==> config.mk <==
export PLATFORM = sky130hd
export DESIGN_NAME = sse_cell
export DESIGN_NICKNAME = d
export VERILOG_FILES = /design/src/rtl/sse_pkg.sv /design/src/rtl/sse_cell.sv
export SDC_FILE = /design/constraint.sdc
export NUM_CORES = 1
export LEC_CHECK = 0
export ABC_AREA = 0
export BUFFER_PORTS_ARGS = -buffer_cell sky130_fd_sc_hd__buf_2
export CORE_MARGIN = 4
export CORE_UTILIZATION = 46
export CTS_BUF_LIST = sky130_fd_sc_hd__clkbuf_8 sky130_fd_sc_hd__clkbuf_16
export DETAILED_ROUTE_END_ITERATION = 10
export PLACE_DENSITY = 0.78
export SYNTH_ARGS = -nofsm -noshare
export SYNTH_HDL_FRONTEND = slang
export SYNTH_SLANG_ARGS = --single-unit
export TNS_END_PERCENT = 50
==> constraint.sdc <==
create_clock -name clk -period 2.42 [get_ports clk]
set_input_delay 0.242 -clock clk [delete_from_list [all_inputs] [get_ports clk]]
set_output_delay 0.242 -clock clk [all_outputs]
set_load 0.005 [all_outputs]
==> src/rtl/sse_pkg.sv <==
`timescale 1ns / 1ps

package sse_pkg;

  localparam int CAPACITY_DEF   = 64;
  localparam int VALUE_BITS_DEF = 32;

  // Stream payload layout
  localparam int ACTION_W    = 3;
  localparam int IN_VALUE_W  = 32;
  localparam int IN_TDATA_W  = 40;
  localparam int OUT_COUNT_W = 7;
  localparam int STATUS_W    = 2;
  localparam int OUT_TDATA_W = 16;
  localparam int OUT_PAD_W   = OUT_TDATA_W - OUT_COUNT_W - STATUS_W - 1;

  typedef enum logic [ACTION_W-1:0] {
    ACT_INSERT = 3'd0,
    ACT_QUERY  = 3'd1,
    ACT_CLEAR  = 3'd2,
    ACT_MARK   = 3'd3,
    ACT_COMMIT = 3'd4
  } action_t;

  typedef enum logic [STATUS_W-1:0] {
    ST_DONE = 2'd0,
    ST_DUP  = 2'd1,
    ST_FULL = 2'd2
  } status_t;

  // Operation broadcast to every cell of the row
  typedef enum logic [2:0] {
    OP_HOLD,
    OP_CMP,
    OP_INSERT,
    OP_MARK,
    OP_CLEAR,
    OP_KILL,
    OP_SWAP
  } cell_op_t;

  typedef struct packed {
    cell_op_t op;
    logic     parity;
  } cell_cmd_t;

  typedef enum logic [2:0] {
    S_IDLE,
    S_CMP,
    S_APPLY,
    S_KILL,
    S_SWAP,
    S_RESULT
  } ctrl_state_t;

endpackage

==> src/rtl/sse_cell.sv <==
`timescale 1ns / 1ps

module sse_cell #(
  parameter int INDEX      = 0,
  parameter int CAPACITY   = sse_pkg::CAPACITY_DEF,
  parameter int VALUE_BITS = sse_pkg::VALUE_BITS_DEF
) (
  input  logic                          clk,
  input  logic                          rst,
  input  sse_pkg::cell_cmd_t            cmd,
  input  logic signed [VALUE_BITS-1:0]  key,
  input  logic                          left_gt,
  input  logic                          left_valid,
  input  logic                          left_mark,
  input  logic signed [VALUE_BITS-1:0]  left_value,
  input  logic                          right_valid,
  input  logic signed [VALUE_BITS-1:0]  right_value,
  output logic                          valid,
  output logic                          mark,
  output logic signed [VALUE_BITS-1:0]  value,
  output logic                          gt,
  output logic                          eq
);
  import sse_pkg::*;

  localparam logic LSB       = 1'(INDEX % 2);
  localparam bit   HAS_RIGHT = (INDEX < CAPACITY - 1);
  localparam bit   HAS_LEFT  = (INDEX > 0);

  logic                         valid_next;
  logic                         mark_next;
  logic signed [VALUE_BITS-1:0] value_next;
  logic                         gt_next;
  logic                         eq_next;

  always_comb begin
    valid_next = valid;
    mark_next  = mark;
    value_next = value;
    gt_next    = gt;
    eq_next    = eq;
    unique case (cmd.op)
      OP_CMP: begin
        gt_next = valid && (value > key);
        eq_next = valid && (value == key);
      end
      OP_INSERT: begin
        // shift right behind the insertion point, take the key at it
        if (left_gt) begin
          value_next = left_value;
          mark_next  = left_mark;
          valid_next = 1'b1;
        end else if (left_valid && (gt || !valid)) begin
          value_next = key;
          mark_next  = 1'b0;
          valid_next = 1'b1;
        end
      end
      OP_MARK: begin
        if (eq) mark_next = 1'b1;
      end
      OP_CLEAR: begin
        valid_next = 1'b0;
        mark_next  = 1'b0;
      end
      OP_KILL: begin
        valid_next = valid && mark;
        mark_next  = 1'b0;
      end
      OP_SWAP: begin
        // odd-even pass: a live entry moves left past an empty slot
        if (HAS_RIGHT && cmd.parity == LSB) begin
          if (!valid && right_valid) begin
            value_next = right_value;
            valid_next = 1'b1;
          end
        end else if (HAS_LEFT && cmd.parity != LSB) begin
          if (!left_valid && valid) begin
            value_next = left_value;
            valid_next = 1'b0;
          end
        end
      end
      default: begin
      end
    endcase
  end

  always_ff @(posedge clk) begin
    if (rst) begin
      valid <= 1'b0;
      mark  <= 1'b0;
      gt    <= 1'b0;
      eq    <= 1'b0;
    end else begin
      valid <= valid_next;
      mark  <= mark_next;
      gt    <= gt_next;
      eq    <= eq_next;
    end
  end

  always_ff @(posedge clk) begin
    value <= value_next;
  end

endmodule

==> summary.txt <==
Power and ir drop
  • Internal power: 1.100 mW
  • Pwr dens: 422.8 mW/mm²
  • Sw frac: 27.60%
  • Comb pwr share: 25.3%
  • Leakage power: 1.857 nW
  • Peak supply drop: 0.0003375 V
  • Sequential power share: 48.6%
  • Clock power frac: 26.1%
  • Switch Pwr: 0.4195 mW

Floorplan
  • Die area: 0.007234 mm²
  • Initial core utilization: 48.41%
  • CORE AREA: 0.005642 mm²
  • FP Rows: 27
  • IO Pins: 142
  • Die Y: 85.06 µm
  • Die X: 85.06 µm

Logic synthesis
  • Synthesized area: 0.002731 mm²
  • Synth Register Bits: 36
  • Yosys top cell area share: 35.18%
  • Net Count, Synth: 434
  • Post-synth EDFFs: 32
  • Avg Cell Area, Syn: 9.228 µm²
  • Sequential share of the synthesized area: 38.11%
  • Ys async rst share: 0%
  • Synth Flop Type: edfxtp_1
  • Post-synth top area cell: edfxtp_1
  • Cell variety after synth: 30
  • Mapped Cells: 296
  • Most frequent cells after synthesis: 48 x a21oi_1, 40 x nor2_1, 37 x inv_1, 34 x mux2i_1
  • Top cells by area, synth: edfxtp_1 35%, ha_1 15%, mux2i_1 12%
  • Synth warnings: 0
  • Most frequent cell after synthesis: a21oi_1

Layout
  • Multi-input logic area: 0.001509 mm²
  • Fillers: 481
  • Nets@finish: 576
  • Fraction of layout cells with a size suffix above 1: 35.54%
  • Reg area: 0.001041 mm²
  • Antenna cells: 0
  • Layout area overhead: 31.61%
  • Fin area: 0.003595 mm²

Critical path
  • WP data arrival: 2.13 ns
  • CP Capture Type: flip-flop
  • Worst-path maximum fanout: 3
  • CP Class: reg -> reg
  • Crit start category: flip-flop
  • Required @ worst endpoint: 2.58 ns

Clock network
  • Clk_lat worst skew: 0.28 ns
  • Number of CTS-inserted buffers: 5
  • Post-CTS Setup Bufs: 0
  • Root Driver: clkbuf_8
  • Post_cts resized: 0
  • Clock sinks: 36
  • Hold-fix buffers, CTS: 0
  • Reg clk slew, reported paths: 0.07 ns
  • Max Buffers Root-to-Sink: 2
  • # H-tree levels: 2
  • CTS tree: done

Timing
  • Final TNS setup: 0 ns
  • RSZ-0062 raised after global routing: no
  • Hold Vio Cnt, Final: 0
  • Final Slew Violations: 0
  • Worst Skew: 0.005049 ns
  • Final worst-path cycle share: 81.29%
  • Fmax: 508.4 MHz
  • Worst slew pin tran: 0.5685 ns
  • Crit path time final: 1.967 ns
  • Worst slew margin: 62.10%
  • Final setup fails: 0

Placed design
  • Area post-placement: 0.003515 mm²
  • Final HPWL from detailed placement: 5767 µm
  • IO buf count: 141
  • Routability congestion estimate: 0.8506

GRT
  • Initial antenna violation count: 0
  • Gr usage total: 18.99%
  • Remaining Overflow, GRT: 0
  • Largest net degree at the start of global routing: 35
  • Vias in the first global route: 2574
  • First-pass GRT wire length: 11260 µm

Drt
  • Antenna Nets Post-Route: 0
  • DRC: 0
  • DRT Pass-1 Iters: 4
  • DR vias/cell: 5.061
  • Final wirelength: 7056 µm
  • WL/cell: 13.81 µm
  • Iter 0 DRT Violations: 77
  • DR vias: 2586

Run
  • MaxCap Viol Count: 0

Hold path
  • Min-delay worst type: in -> reg

Run status
  • Status: finished clean
==> per-layer routing <==
metal,track usage [%],wire (µm),up-vias,share of wire [%]
met2,34.53,3577,103,51
met4,4.748,66,0,0.94
met3,5.534,604,6,8.6
li1,-,-,1338,-
met5,0,0,-,0
met1,21.68,2807,1139,40
==> cells in the final DEF (no fill, tap or decap), types with 5 or more instances in the layout <==
master,count
nor2_1,40
nand4_1,5
inv_1,39
mux2i_1,34
nand2_1,17
nand3_1,5
buf_2,141
ha_1,32
edfxtp_1,32
o21ai_0,7
clkbuf_8,5
a21oi_1,48
==> logic make-up after synthesis <==
kind of cell             share of synthesized area [%]
AO/OA/AOI/OAI                                    13.47
adder cells (fa/ha/maj)                          14.66
buffers and inverters                            6.734
flip-flops                                       38.11
multiplexers                                     12.46
AND/OR/NAND/NOR                                  14.57
==> registers in the layout, indices dropped and copies added, names as in the netlist <==
name / flops
value: 32
mark: 1
gt: 1
valid: 1
eq: 1
==> layout make-up <==
class | count | area share, %
clock inverter | 3 | 0.3133
timing repair buffer | 145 | 20.47
sequential | 36 | 28.96
multi-input combinational | 213 | 41.98
tap | 72 | 2.506
clock buffer | 5 | 1.914
inverter | 37 | 3.864
==> worst max-delay path: stages (launching register included) <==
cell	delay (ns)
edfxtp_1	0.41
ha_1	0.35
nand4_1	0.17
nor2_1	0.06
a221o_1	0.32
a211oi_1	0.26
o32a_1	0.20
o311ai_1	0.08
==> final timing paths <==
path / from / to / slack (ns) / depth (start not counted)
setup / recovery: value[11] / gt / 0.45 / 7
hold / removal: rst / valid / 0.19 / 2
setup reg to reg: value[11] / gt / 0.45 / 7
hold reg to reg: gt / gt / 0.52 / 2
==> stage by stage <==
stage	std cells	hold WS [ns]	setup slack (ns)	utilization, %	total power, mW
after floorplan	296	0.3111	0.4681	-	0.9612
after global placement	503	0.4746	0.4624	62.30	1.126
after detailed placement	503	0.4810	0.4356	62.30	1.139
after CTS	511	0.1790	0.4177	63.72	1.535
after global routing	511	0.1833	0.2235	63.72	1.613
final	511	0.1899	0.4529	63.72	1.520
==> power groups by stage <==
stage / Combinational, mW / Sequential (mW) / Clock, mW
final: 0.385 / 0.738 / 0.397
after global routing: 0.438 / 0.741 / 0.434
after CTS: 0.390 / 0.738 / 0.407
after detailed placement: 0.387 / 0.752 / 0
after global placement: 0.377 / 0.749 / 0
after floorplan: 0.207 / 0.754 / 0
(Power assumes the default switching activity.)
