`src/rtl/sse_pkg.sv`:
```
`timescale 1ns / 1ps

package sse_pkg;

  localparam int CAPACITY_DEF   = 64;
  localparam int VALUE_BITS_DEF = 32;

  // Stream payload layout
  localparam int ACTION_W    = 3;
  localparam int IN_VALUE_W  = 32;
  localparam int IN_TDATA_W  = 40;
  localparam int OUT_COUNT_W = 7;
  localparam int STATUS_W    = 2;
  localparam int OUT_TDATA_W = 16;
  localparam int OUT_PAD_W   = OUT_TDATA_W - OUT_COUNT_W - STATUS_W - 1;

  typedef enum logic [ACTION_W-1:0] {
    ACT_INSERT = 3'd0,
    ACT_QUERY  = 3'd1,
    ACT_CLEAR  = 3'd2,
    ACT_MARK   = 3'd3,
    ACT_COMMIT = 3'd4
  } action_t;

  typedef enum logic [STATUS_W-1:0] {
    ST_DONE = 2'd0,
    ST_DUP  = 2'd1,
    ST_FULL = 2'd2
  } status_t;

  // Operation broadcast to every cell of the row
  typedef enum logic [2:0] {
    OP_HOLD,
    OP_CMP,
    OP_INSERT,
    OP_MARK,
    OP_CLEAR,
    OP_KILL,
    OP_SWAP
  } cell_op_t;

  typedef struct packed {
    cell_op_t op;
    logic     parity;
  } cell_cmd_t;

  typedef enum logic [2:0] {
    S_IDLE,
    S_CMP,
    S_APPLY,
    S_KILL,
    S_SWAP,
    S_RESULT
  } ctrl_state_t;

endpackage

```
`src/rtl/sse_ctrl.sv`:
```
`timescale 1ns / 1ps

module sse_ctrl #(
  parameter int CAPACITY   = sse_pkg::CAPACITY_DEF,
  parameter int VALUE_BITS = sse_pkg::VALUE_BITS_DEF
) (
  input  logic                             clk,
  input  logic                             rst,
  input  logic                             s_tvalid,
  output logic                             s_tready,
  input  logic [sse_pkg::IN_TDATA_W-1:0]   s_tdata,
  output logic                             m_tvalid,
  input  logic                             m_tready,
  output logic [sse_pkg::OUT_TDATA_W-1:0]  m_tdata,
  input  logic [CAPACITY-1:0]              eq_vec,
  input  logic [CAPACITY-1:0]              mark_vec,
  output sse_pkg::cell_cmd_t               cmd,
  output logic signed [VALUE_BITS-1:0]     key
);
  import sse_pkg::*;

  localparam int CW  = $clog2(CAPACITY + 1);
  localparam int SCW = $clog2(CAPACITY);

  ctrl_state_t          state, state_next;
  action_t              action;
  logic [CW-1:0]        count;
  logic [CW-1:0]        mark_count;
  logic [SCW-1:0]       swap_cnt;
  logic                 res_found;
  status_t              res_status;

  logic                        present;
  logic                        already_marked;
  logic signed [IN_VALUE_W-1:0] in_value;
  logic signed [63:0]          in_wide;
  logic                        load_out;

  assign present        = |eq_vec;
  assign already_marked = |(eq_vec & mark_vec);
  assign in_value       = signed'(s_tdata[ACTION_W +: IN_VALUE_W]);
  assign in_wide        = 64'(in_value);

  always_ff @(posedge clk) begin
    if (rst) state <= S_IDLE;
    else     state <= state_next;
  end

  always_comb begin
    state_next = state;
    s_tready   = 1'b0;
    cmd.op     = OP_HOLD;
    cmd.parity = swap_cnt[0];
    load_out   = 1'b0;
    unique case (state)
      S_IDLE: begin
        s_tready = 1'b1;
        if (s_tvalid) state_next = S_CMP;
      end
      S_CMP: begin
        cmd.op     = OP_CMP;
        state_next = S_APPLY;
      end
      S_APPLY: begin
        state_next = S_RESULT;
        unique case (action)
          ACT_INSERT: if (!present && count != CW'(CAPACITY)) cmd.op = OP_INSERT;
          ACT_CLEAR:  cmd.op = OP_CLEAR;
          ACT_MARK:   cmd.op = OP_MARK;
          ACT_COMMIT: state_next = S_KILL;
          default: begin
          end
        endcase
      end
      S_KILL: begin
        cmd.op     = OP_KILL;
        state_next = S_SWAP;
      end
      S_SWAP: begin
        cmd.op = OP_SWAP;
        if (swap_cnt == SCW'(CAPACITY - 1)) state_next = S_RESULT;
      end
      S_RESULT: begin
        if (!m_tvalid || m_tready) begin
          load_out   = 1'b1;
          state_next = S_IDLE;
        end
      end
      default: state_next = S_IDLE;
    endcase
  end

  // Item capture and result bookkeeping
  always_ff @(posedge clk) begin
    if (s_tvalid && s_tready) begin
      action <= action_t'(s_tdata[ACTION_W-1:0]);
      key    <= in_wide[VALUE_BITS-1:0];
    end
    if (state == S_APPLY) begin
      unique case (action)
        ACT_INSERT: begin
          res_found <= present;
          if (present)                     res_status <= ST_DUP;
          else if (count == CW'(CAPACITY)) res_status <= ST_FULL;
          else                             res_status <= ST_DONE;
        end
        ACT_QUERY, ACT_MARK: begin
          res_found  <= present;
          res_status <= ST_DONE;
        end
        default: begin
          res_found  <= 1'b0;
          res_status <= ST_DONE;
        end
      endcase
    end
    if (state == S_KILL) swap_cnt <= '0;
    else if (state == S_SWAP) swap_cnt <= swap_cnt + 1'b1;
    if (load_out) m_tdata <= {OUT_PAD_W'(0), OUT_COUNT_W'(count), res_status, res_found};
  end

  always_ff @(posedge clk) begin
    if (rst) begin
      count      <= '0;
      mark_count <= '0;
      m_tvalid   <= 1'b0;
    end else begin
      if (cmd.op == OP_INSERT) count <= count + 1'b1;
      if (cmd.op == OP_CLEAR) begin
        count      <= '0;
        mark_count <= '0;
      end
      if (cmd.op == OP_MARK && present && !already_marked) mark_count <= mark_count + 1'b1;
      if (cmd.op == OP_KILL) begin
        count      <= mark_count;
        mark_count <= '0;
      end
      if (load_out)      m_tvalid <= 1'b1;
      else if (m_tready) m_tvalid <= 1'b0;
    end
  end

endmodule

```
`config.mk`:
```
export PLATFORM = sky130hd
export DESIGN_NAME = sse_ctrl
export DESIGN_NICKNAME = d
export VERILOG_FILES = /design/src/rtl/sse_pkg.sv /design/src/rtl/sse_ctrl.sv
export SDC_FILE = /design/constraint.sdc
export NUM_CORES = 1
export LEC_CHECK = 0
export ABC_CLOCK_PERIOD_IN_PS = 2130
export BUFFER_PORTS_ARGS = -buffer_cell sky130_fd_sc_hd__buf_4
export CAP_MARGIN = 40
export CORE_MARGIN = 4
export CORE_UTILIZATION = 30
export DETAILED_ROUTE_END_ITERATION = 7
export MAX_ROUTING_LAYER = met4
export PLACE_DENSITY = 0.7
export SLEW_MARGIN = 20
export SYNTH_ARGS = -nofsm -noshare
export SYNTH_HDL_FRONTEND = slang
export SYNTH_SLANG_ARGS = --single-unit
```
`constraint.sdc`:
```
create_clock -name clk -period 2.13 [get_ports clk]
set_input_delay 0.213 -clock clk [delete_from_list [all_inputs] [get_ports clk]]
set_output_delay 0.213 -clock clk [all_outputs]
set_load 0.02 [all_outputs]
```
==> flow_summary.json, run 1 <==
{
  "grt_pass1_vias": 3527,
  "power_leakage_nw": 2.41,
  "drive_above_1_share_pct": 48.2,
  "cts_buffer_depth": 2,
  "ys_async_sr_fraction_pct": 0,
  "die_y_microns": 116,
  "crit_chain": "buf_4 -> nor4_2 -> nand4_1 -> nor4_2 -> buf_4 -> and3_1 -> a21oi_1 -> o21ai_1 -> buf_4",
  "fin_crit_sh_pct": 94.9,
  "pre_cts_ws_ns": -0.120,
  "gr-total-overflow": 0,
  "top_layer": "met4",
  "cts_root_buf": "clkbuf_16",
  "core_sq_um": 11400,
  "clock-sinks": 72,
  "antenna_cells": 0,
  "synth_edf_count": 48,
  "grt_pass1_wl_microns": 19900,
  "drt_iter0_drc": 285,
  "start_kind": "input port",
  "slowest_stage": "nor4_2",
  "crit_arrival_ns": 1.81,
  "grt_max_degree": 36,
  "worst-slew-pin-transition_ns": 0.553,
  "min_period_ns": 2.02,
  "synth.area.top_cells": "edfxtp_1 (41%), dfxtp_1 (14%), a22oi_1 (4.7%)",
  "crit_family": "simple AND/OR/NAND/NOR gates",
  "synth_top_area_share_pct": 41.4,
  "tns_ns": 0,
  "gr-usage-all-layers_pct": 20.5,
  "crit_type": "in2out",
  "synthesis.area_sq_um": 3480,
  "dp_hpwl_microns": 11600,
  "power_density_nw_per_um2": 908,
  "yosysUniqueCellTypes": 48,
  "port_buffers": 214,
  "multi_input_area_sq_um": 1470,
  "m1WireLength_microns": 5740,
  "status": "finished clean",
  "worst_setup_path_end_kind": "output pin",
  "drtPass1Iterations": 4,
  "cts_tree": "yes",
  "drv_cap": 0,
  "hold_class": "in2reg",
  "synth_ff_type": "edfxtp_1",
  "io_pins": 226,
  "antenna_found_initial": 0,
  "dpl-instance-area_sq_um": 5320,
  "routed-wl-met2_microns": 6500,
  "synth_area_leader_cell": "edfxtp_1",
  "syn2layout_area_growth_pct": 62.7,
  "cts_buffers": 9,
  "layout.nets": 723,
  "slew_headroom_pct": 63.0,
  "required_ns": 1.92,
  "cts_htree_levels": 3,
  "instances_no_fill": 695,
  "skew_ns": 0.0104,
  "rsz0062_at_grt": "false",
  "vdd_drop_max_mv": 0.627,
  "syn_avg_cell_area_sq_um": 11.1,
  "ys_seq_area_share_pct": 55.2,
  "dieArea_sq_um": 13400,
  "finalInstanceArea_sq_um": 5660,
  "gp_congestion": 0.911,
  "syn_inst": 315,
  "die_w_microns": 116,
  "fp-row-count": 39,
  "place_inst": 678,
  "slew_violations": 0,
  "viasPerCell": 5.17,
  "setup_slack_ns": 0.109,
  "wire_per_inst_microns": 19.7,
  "synth_warnings": 0,
  "seq_area_sq_um": 1920,
  "hold_viol": 0,
  "drt-total-wl_microns": 13700,
  "vias": 3592,
  "clk_pin_slew_worst_paths_ns": 0.06,
  "met3_length_microns": 1260,
  "floorplan.initialDensity_pct": 30.6,
  "fillers": 1024,
  "setup-violations-final": 0,
  "max_freq_mhz": 495,
  "synth_seq_cells": 72,
  "detail-route-antenna-nets": 0,
  "cpPeakStageDelay_ns": 0.33,
  "clk_latency_ns": 0.33,
  "cpMostUsedCell": "buf_4",
  "drcViolationCount": 0,
  "cp_max_fo": 2,
  "path_buf_inv": 3
}
[logic make-up (layout without fill, tap and decap cells)]
family / Yosys count / after routing / synth area share, %
simple gates: 123 / 123 / 20.5
compound gates: 78 / 78 / 16.6
flops: 72 / 72 / 55.2
buf+inv: 30 / 262 / 4.42
xor+xnor: 6 / 6 / 1.51
fa+ha+maj: 4 / 4 / 1.44
other cells: 1 / 6 / 0.108
mux: 1 / 1 / 0.288
[worst register-to-register path, delay by kind of cell (launching register included)]
| kind | cells | cell delay, ns |
|---|---|---|
| flip-flops | 1 | 0.48 |
| AND/OR/NAND/NOR | 2 | 0.25 |
| AO/OA/AOI/OAI | 4 | 0.89 |
| buffers and inverters | 1 | 0.19 |
[path summary, 6_finish.rpt]
| kind | from | to | slack [ns] | cells past startpoint |
|---|---|---|---|---|
| setup reg to reg | action[1] | count[5] | 0.22 | 7 |
| hold reg to reg | res_found | m_tdata[0] | 0.42 | 0 |
| hold / removal | s_tdata[14] | key[11] | 0.05 | 1 |
| setup / recovery | eq_vec[52] | cmd[2] | 0.11 | 9 |
[cells in the mapped netlist (7+ instances only)]
cell,count
edfxtp_1,48
and4_1,8
a21oi_1,13
nand2_1,23
a22oi_1,22
dfxtp_1,24
buf_4,8
nor4_1,21
nor2_1,15
and3_1,7
nand4_1,12
a211oi_1,7
inv_1,13
nand3_1,7
[layout make-up]
type,instances,share of cell area [%]
timing repair buffer,233,30.9
inverter,13,0.862
sequential,72,34.0
clock buffer,9,3.98
tap,143,3.16
clock inverter,7,1.13
multi-input combinational,218,26.0
[registers in the layout (all words and copies together) (netlist names)]
| name | cells |
|---|---|
| action | 3 |
| state | 3 |
| m_tvalid | 1 |
| mark_count | 7 |
| count | 7 |
| res_found | 1 |
| key | 32 |
| res_status | 2 |
| swap_cnt | 6 |
| m_tdata | 10 |
[cell usage in the layout, fill, tap and decap left out, drive strengths merged, types with 4 or more instances in the layout]
master and instances:
buf 233, edfxtp 48, dfxtp 24, nand2 23
a22oi 22, nor4 22, inv 17, nor2 15
a21oi 13, nand4 12, clkbuf 9, and4 9
nand3 7, and3 7, a211oi 7, nor3 6
o21a 6, conb 6, o21ai 6, a221oi 6
a31oi 5, and2 5, nand2b 4, a22o 4
ha 4
[routing by layer]
layer,global-route usage (%),up-vias
met4,6.50,0
met5,-,-
li1,-,1705
met2,32.4,174
met1,26.2,1699
met3,4.65,14
[stage by stage]
step                total power [mW]  hold WS (ns)  utilization (%)
global route                    5.40        0.0327             49.8
global placement                3.70         0.391             46.8
floorplan                       2.89         0.312                -
CTS                             5.18        0.0372             49.4
finish                          5.14        0.0506             49.8
detailed placement              3.74         0.393             46.8
[report_power, final]
group | switching [mW] | total (mW) | internal, mW | leakage (nW)
Clock | 0.614 | 1.43 | 0.814 | 0.136
Combinational | 0.962 | 1.71 | 0.747 | 1.63
Sequential | 0.149 | 2.00 | 1.85 | 0.645
[timing repair]
| action | in CTS | in global routing |
|---|---|---|
| hold buffers | 0 | 0 |
| endpoints found under the setup margin | 1 | 2 |
| buffers inserted | 1 | 0 |
| hold endpoints to repair | 0 | 0 |
| resized for setup | 2 | 8 |
| pin swaps | 0 | 1 |
Power figures use the tool's default switching activity.
==> run 2: changes to the inputs <==
- ABC_AREA: default -> 1
- CORE_MARGIN: 4 -> 1.5
- PLACE_DENSITY: 0.7 -> 0.68
==> run 2 against run 1 <==
Net effect:
- final cell count up 21%
- final area up 3.0%
- non-clock buffer count shrank 16
- utilization is 1.4 points lower
- setup slack got worse by 0.0040 ns
- critical path depth grew 1
- largest cell class unchanged
- wire length down 23%
- largest power group unchanged
- maximum frequency decreased by 0.20%
- clock power up 5%
- register-to-register slack improved by 0.14 ns
- synthesized area grew 6.6%
- first-iteration DRC count increased by 8.1%
==> flow_summary.json, run 2 <==
{
  "core_sq_um": 12100,
  "grt_pass1_wl_microns": 16900,
  "syn2layout_area_growth_pct": 57.2,
  "dp_hpwl_microns": 8750,
  "power.internal_mw": 3.44,
  "final_cell_mix": "buf_4 (216), nand2_1 (131), nor2_1 (74)",
  "grtUsageMet1_pct": 17.7,
  "drcViolationCount": 0,
  "synth_edf_count": 48,
  "detail-route-antenna-nets": 0,
  "cts_root_buf": "clkbuf_16",
  "grt_max_degree": 36,
  "reg_top3": "key (32), m_tdata (10)",
  "gp_congestion": 0.934,
  "clk_pin_slew_worst_paths_ns": 0.06,
  "cts_tree": "yes",
  "power_leakage_nw": 2.64,
  "synth.area.top_cells": "edfxtp_1 (39%), nand2_1 (13%), dfxtp_1 (13%)",
  "crit_type": "reg2out",
  "finalInstanceArea_sq_um": 5830,
  "use_met3_pct": 4.18,
  "floorplan.initialDensity_pct": 30.8,
  "synth_ff_type": "edfxtp_1",
  "synth_compound_area_share_pct": 4.82,
  "cts_buffers": 9,
  "grtUsageMet2_pct": 29.6,
  "p_switching_mw": 1.67,
  "final_util_pct": 48.4,
  "setup-violations-final": 0,
  "synth_warnings": 0,
  "slew_violations": 0,
  "dieArea_sq_um": 13100,
  "tns_ns": 0,
  "synth_seq_cells": 72,
  "port_buffers": 214,
  "cpPeakStageDelay_ns": 0.41,
  "max_freq_mhz": 494,
  "power_frac_seq_pct": 39.0,
  "synth_fa_ha_area_share_pct": 1.35,
  "synth_mux_area_share_pct": 0,
  "worst_setup_path_end_kind": "output pin",
  "required_ns": 1.92,
  "layout.nets": 841,
  "fp-row-count": 40,
  "cpMostUsedCell": "nand2_1",
  "gr-total-overflow": 0,
  "clock-sinks": 72,
  "wire_per_inst_microns": 12.7,
  "power_frac_comb_pct": 31.6,
  "rsz0062_at_grt": "false",
  "synthTopCellsByCount": "nand2_1 (131), nor2_1 (75), edfxtp_1 (48)",
  "layout_commonest_cell": "buf_4",
  "yosysUniqueCellTypes": 38,
  "crit_arrival_ns": 1.81,
  "hold_viol": 0,
  "drt_iter0_drc": 308,
  "crit_chain": "inv_1 -> ha_1 -> nand4_1 -> nand2_1 -> inv_1 -> nand3_1 -> nand2_2 -> nand2_1 -> nand2_1 -> buf_4",
  "hold_class": "in2reg",
  "cts_buffer_depth": 2,
  "cts_htree_levels": 3,
  "antenna_found_initial": 0,
  "drtPass1Iterations": 4,
  "drt-total-wl_microns": 10600,
  "antenna_cells": 0,
  "cts_setup_buffers": 0,
  "clk_latency_ns": 0.33,
  "regMostFlops": "key",
  "fin_crit_sh_pct": 95.1,
  "viasPerCell": 4.45,
  "ys_seq_area_share_pct": 51.8,
  "synth_top_family_by_area": "simple AND/OR/NAND/NOR gates",
  "skew_ns": 0.00815,
  "cp_max_fo": 4,
  "clock_power_share_pct": 29.4,
  "synthSimpleGateAreaFrac_pct": 34.2,
  "grt_pass1_vias": 3723,
  "slowest_stage": "dfxtp_1",
  "die_w_microns": 114,
  "ys_async_sr_fraction_pct": 0,
  "vdd_drop_max_mv": 0.400,
  "synth_area_leader_cell": "edfxtp_1",
  "drive_above_1_share_pct": 39.4,
  "dpl-instance-area_sq_um": 5530,
  "gr-usage-all-layers_pct": 16.7,
  "swShare_pct": 32.7,
  "start_kind": "register",
  "vias": 3733,
  "synth_top_area_share_pct": 38.8,
  "min_period_ns": 2.02,
  "worst-slew-pin-transition_ns": 0.509,
  "power_density_nw_per_um2": 875,
  "die_y_microns": 114,
  "io_pins": 226,
  "slew_headroom_pct": 66.0,
  "synthMostInstantiatedCell": "nand2_1",
  "largest_reg_flops": 32,
  "synthesis.area_sq_um": 3710,
  "syn_avg_cell_area_sq_um": 8.42,
  "syn_inst": 441,
  "grt_busiest_layer": "met2",
  "status": "finished clean",
  "synthXorXnorAreaFrac_pct": 2.60,
  "drv_cap": 0
}
==> run 2: cell count changes in the layout (fill, tap and decap cells not counted), moves of 7 or more <==
cell     change
nand2_1    +108
nor2_1      +59
a22oi_1     -22
nand3_1     +22
buf_4       -17
nor4_1      -14
inv_1       +13
and4_1       -8
and3_1       -7
==> run 2: final cells by class <==
cell class,count,area [sq um]
well taps,168,210
repair buffers,217,1640
clock inverters,7,78.8
fillers,1123,6230
multi-input cells,331,1620
clock buffers,9,225
inverters,34,131
flip-flops and latches,72,1920
==> run 2: metal layers <==
metal  wire, microns  vias up
met5               0        -
met1            4180     1672
met4             234        0
li1                -     1895
met3             771       20
met2            5420      146
==> run 2: kinds of logic after synthesis <==
logic type | count (synthesis)
simple gates | 281
flops | 72
buf+inv | 43
compound gates | 29
xor+xnor | 11
fa+ha+maj | 4
other cells | 1
==> run 2: stage by stage <==
| stage | setup WS (ns) | power [mW] | hold WS [ns] | instances |
|---|---|---|---|---|
| floorplan | 0.0971 | 2.90 | 0.312 | 446 |
| global placement | 0.365 | 3.60 | 0.392 | 822 |
| detailed placement | 0.349 | 3.63 | 0.392 | 822 |
| CTS | 0.0677 | 5.16 | 0.0394 | 838 |
| global route | 0.00378 | 5.37 | 0.0401 | 838 |
| finish | 0.105 | 5.11 | 0.0544 | 838 |
==> run 2: what timing repair did <==
action,4_1_cts,5_1_grt
gates resized for setup,0,1
hold buffers,0,0
endpoints found under the setup margin,0,1
==> run 2: worst paths after layout <==
path,start,end,slack (ns),cells after the start
max,count[1],cmd[2],0.11,10
min,s_tdata[32],key[29],0.05,1
max reg2reg,count[1],count[6],0.36,12
min reg2reg,res_status[1],m_tdata[2],0.42,0
==> run 2: worst max-delay path: cells and delay by family, from the launching register on <==
kind          cells  cell delay [ns]
simple gates      6             0.60
flops             1             0.41
buf+inv           3             0.27
fa+ha+maj         1             0.20
==> run 2: power groups by stage <==
stage / combinational (mW) / sequential (mW) / clock (mW)
4_1_cts: 1.62 / 1.99 / 1.54
2_1_floorplan: 0.700 / 2.20 / 0
5_1_grt: 1.75 / 2.02 / 1.59
3_5_place_dp: 1.61 / 2.02 / 0
3_3_place_gp: 1.59 / 2.01 / 0
6_report: 1.61 / 1.99 / 1.50
==> run 3: changes to the inputs <==
- ABC_AREA: 1 -> default
- PLACE_DENSITY: 0.68 -> 0.7
==> run 3 against run 2 <==
Net effect:
- final area shrank 2.3%
- utilization grew 1.8 points
- clock power grew 3%
- critical path depth shrank 5
- setup slack lost 0.046 ns
==> flow_summary.json, run 3 (synthesis gave the netlist of run 1 again) <==
{
  "floorplan.initialDensity_pct": 30.6,
  "antenna_cells": 0,
  "drcViolationCount": 0,
  "power_leakage_nw": 2.43,
  "setup-violations-final": 0,
  "dp_hpwl_microns": 11500,
  "dieArea_sq_um": 12300,
  "vdd_drop_max_mv": 0.768,
  "clock-sinks": 72,
  "instances_no_fill": 696,
  "grt_max_degree": 36,
  "gr-total-overflow": 0,
  "regMostFlops": "key",
  "die_y_microns": 111,
  "drtPass1Iterations": 6,
  "drt-total-wl_microns": 13700,
  "cts_buffer_depth": 2,
  "port_buffers": 214,
  "layout.nets": 724,
  "clk_latency_ns": 0.33,
  "antenna_found_initial": 0,
  "hold_class": "in2reg",
  "cp_max_fo": 7,
  "cts_root_buf": "clkbuf_16",
  "hold_slack_ns": 0.0565,
  "cts_buffers": 9,
  "power_density_nw_per_um2": 923,
  "required_ns": 1.92,
  "detail-route-antenna-nets": 0,
  "gr-usage-all-layers_pct": 22.6,
  "reg_top3": "key (32), m_tdata (10)",
  "start_kind": "register",
  "drv_cap": 0,
  "hold_viol": 0,
  "layout_commonest_cell": "buf_4",
  "core_sq_um": 11400,
  "fp-row-count": 39,
  "final_cell_mix": "buf_4 (233), edfxtp_1 (48), dfxtp_1 (24)",
  "rsz0062_at_grt": "false",
  "gp_congestion": 0.972,
  "vias": 3566,
  "max_freq_mhz": 483,
  "viasPerCell": 5.12,
  "fin_crit_sh_pct": 97.2,
  "crit_type": "reg2out",
  "final_util_pct": 50.1,
  "syn2layout_area_growth_pct": 63.8,
  "grt_pass1_wl_microns": 20700,
  "grt_pass1_vias": 3604,
  "cts_htree_levels": 3,
  "status": "finished clean",
  "drt_iter0_drc": 250,
  "largest_reg_flops": 32,
  "worst_setup_path_end_kind": "output pin",
  "crit_arrival_ns": 1.86,
  "slew_violations": 0,
  "io_pins": 226,
  "dpl-instance-area_sq_um": 5350,
  "wire_per_inst_microns": 19.7,
  "die_w_microns": 111,
  "place_inst": 680,
  "clk_pin_slew_worst_paths_ns": 0.06,
  "skew_ns": 0.00907,
  "drive_above_1_share_pct": 48.1,
  "cts_tree": "yes",
  "finalInstanceArea_sq_um": 5700,
  "min_period_ns": 2.07,
  "slew_headroom_pct": 61.8,
  "worst-slew-pin-transition_ns": 0.570
}
-- run 3: per-layer routing --
layer	routed length [microns]	track usage [%]	vias up
met1	5760	28.6	1682
met4	210	5.47	0
li1	-	-	1700
met2	6570	36.2	168
met3	1140	6.34	16
met5	0	-	-
-- run 3: worst paths after layout --
path,startpoint,end,slack (ns),depth (start not counted)
worst max-delay path,action[0],cmd[2],0.06,5
worst min-delay path,s_tdata[12],key[9],0.06,1
worst max register to register,action[1],count[5],0.31,7
worst min register to register,res_status[0],m_tdata[1],0.41,0
-- run 3: report_power, final --
group	leakage [nW]	internal (mW)	switching (mW)	total (mW)
clock network	0.146	0.931	0.616	1.55
registers	0.645	1.85	0.145	2.00
logic	1.64	0.750	0.967	1.72
-- run 3: repair_timing --
item,in CTS,in global routing
hold buffers,0,0
hold endpoints to repair,0,0
setup buffers,0,1
resized for setup,4,5
pin swaps,1,3
setup endpoints to repair,2,1
-- run 3: per-stage QoR --
stage	TNS (ns)	setup slack, ns	total power [mW]
floorplan	0	0.170	2.89
global placement	-0.434	-0.131	3.70
detailed placement	-0.585	-0.149	3.73
CTS	0	0.0446	5.30
global route	0	0.00414	5.52
finish	0	0.0598	5.26
-- run 3: layout make-up --
type | count | area [sq um]
sequential | 72 | 1920
timing repair buffer | 234 | 1770
inverter | 13 | 48.8
clock inverter | 7 | 85.1
multi-input combinational | 218 | 1470
clock buffer | 9 | 225
fill | 1040 | 5670
tap | 143 | 179
-- run 3: worst max-delay path: stages, from the launching register on --
cell,delay (ns)
edfxtp_1,0.49
nor2_1,0.42
and3_1,0.22
a21oi_1,0.04
o21ai_1,0.16
buf_4,0.19
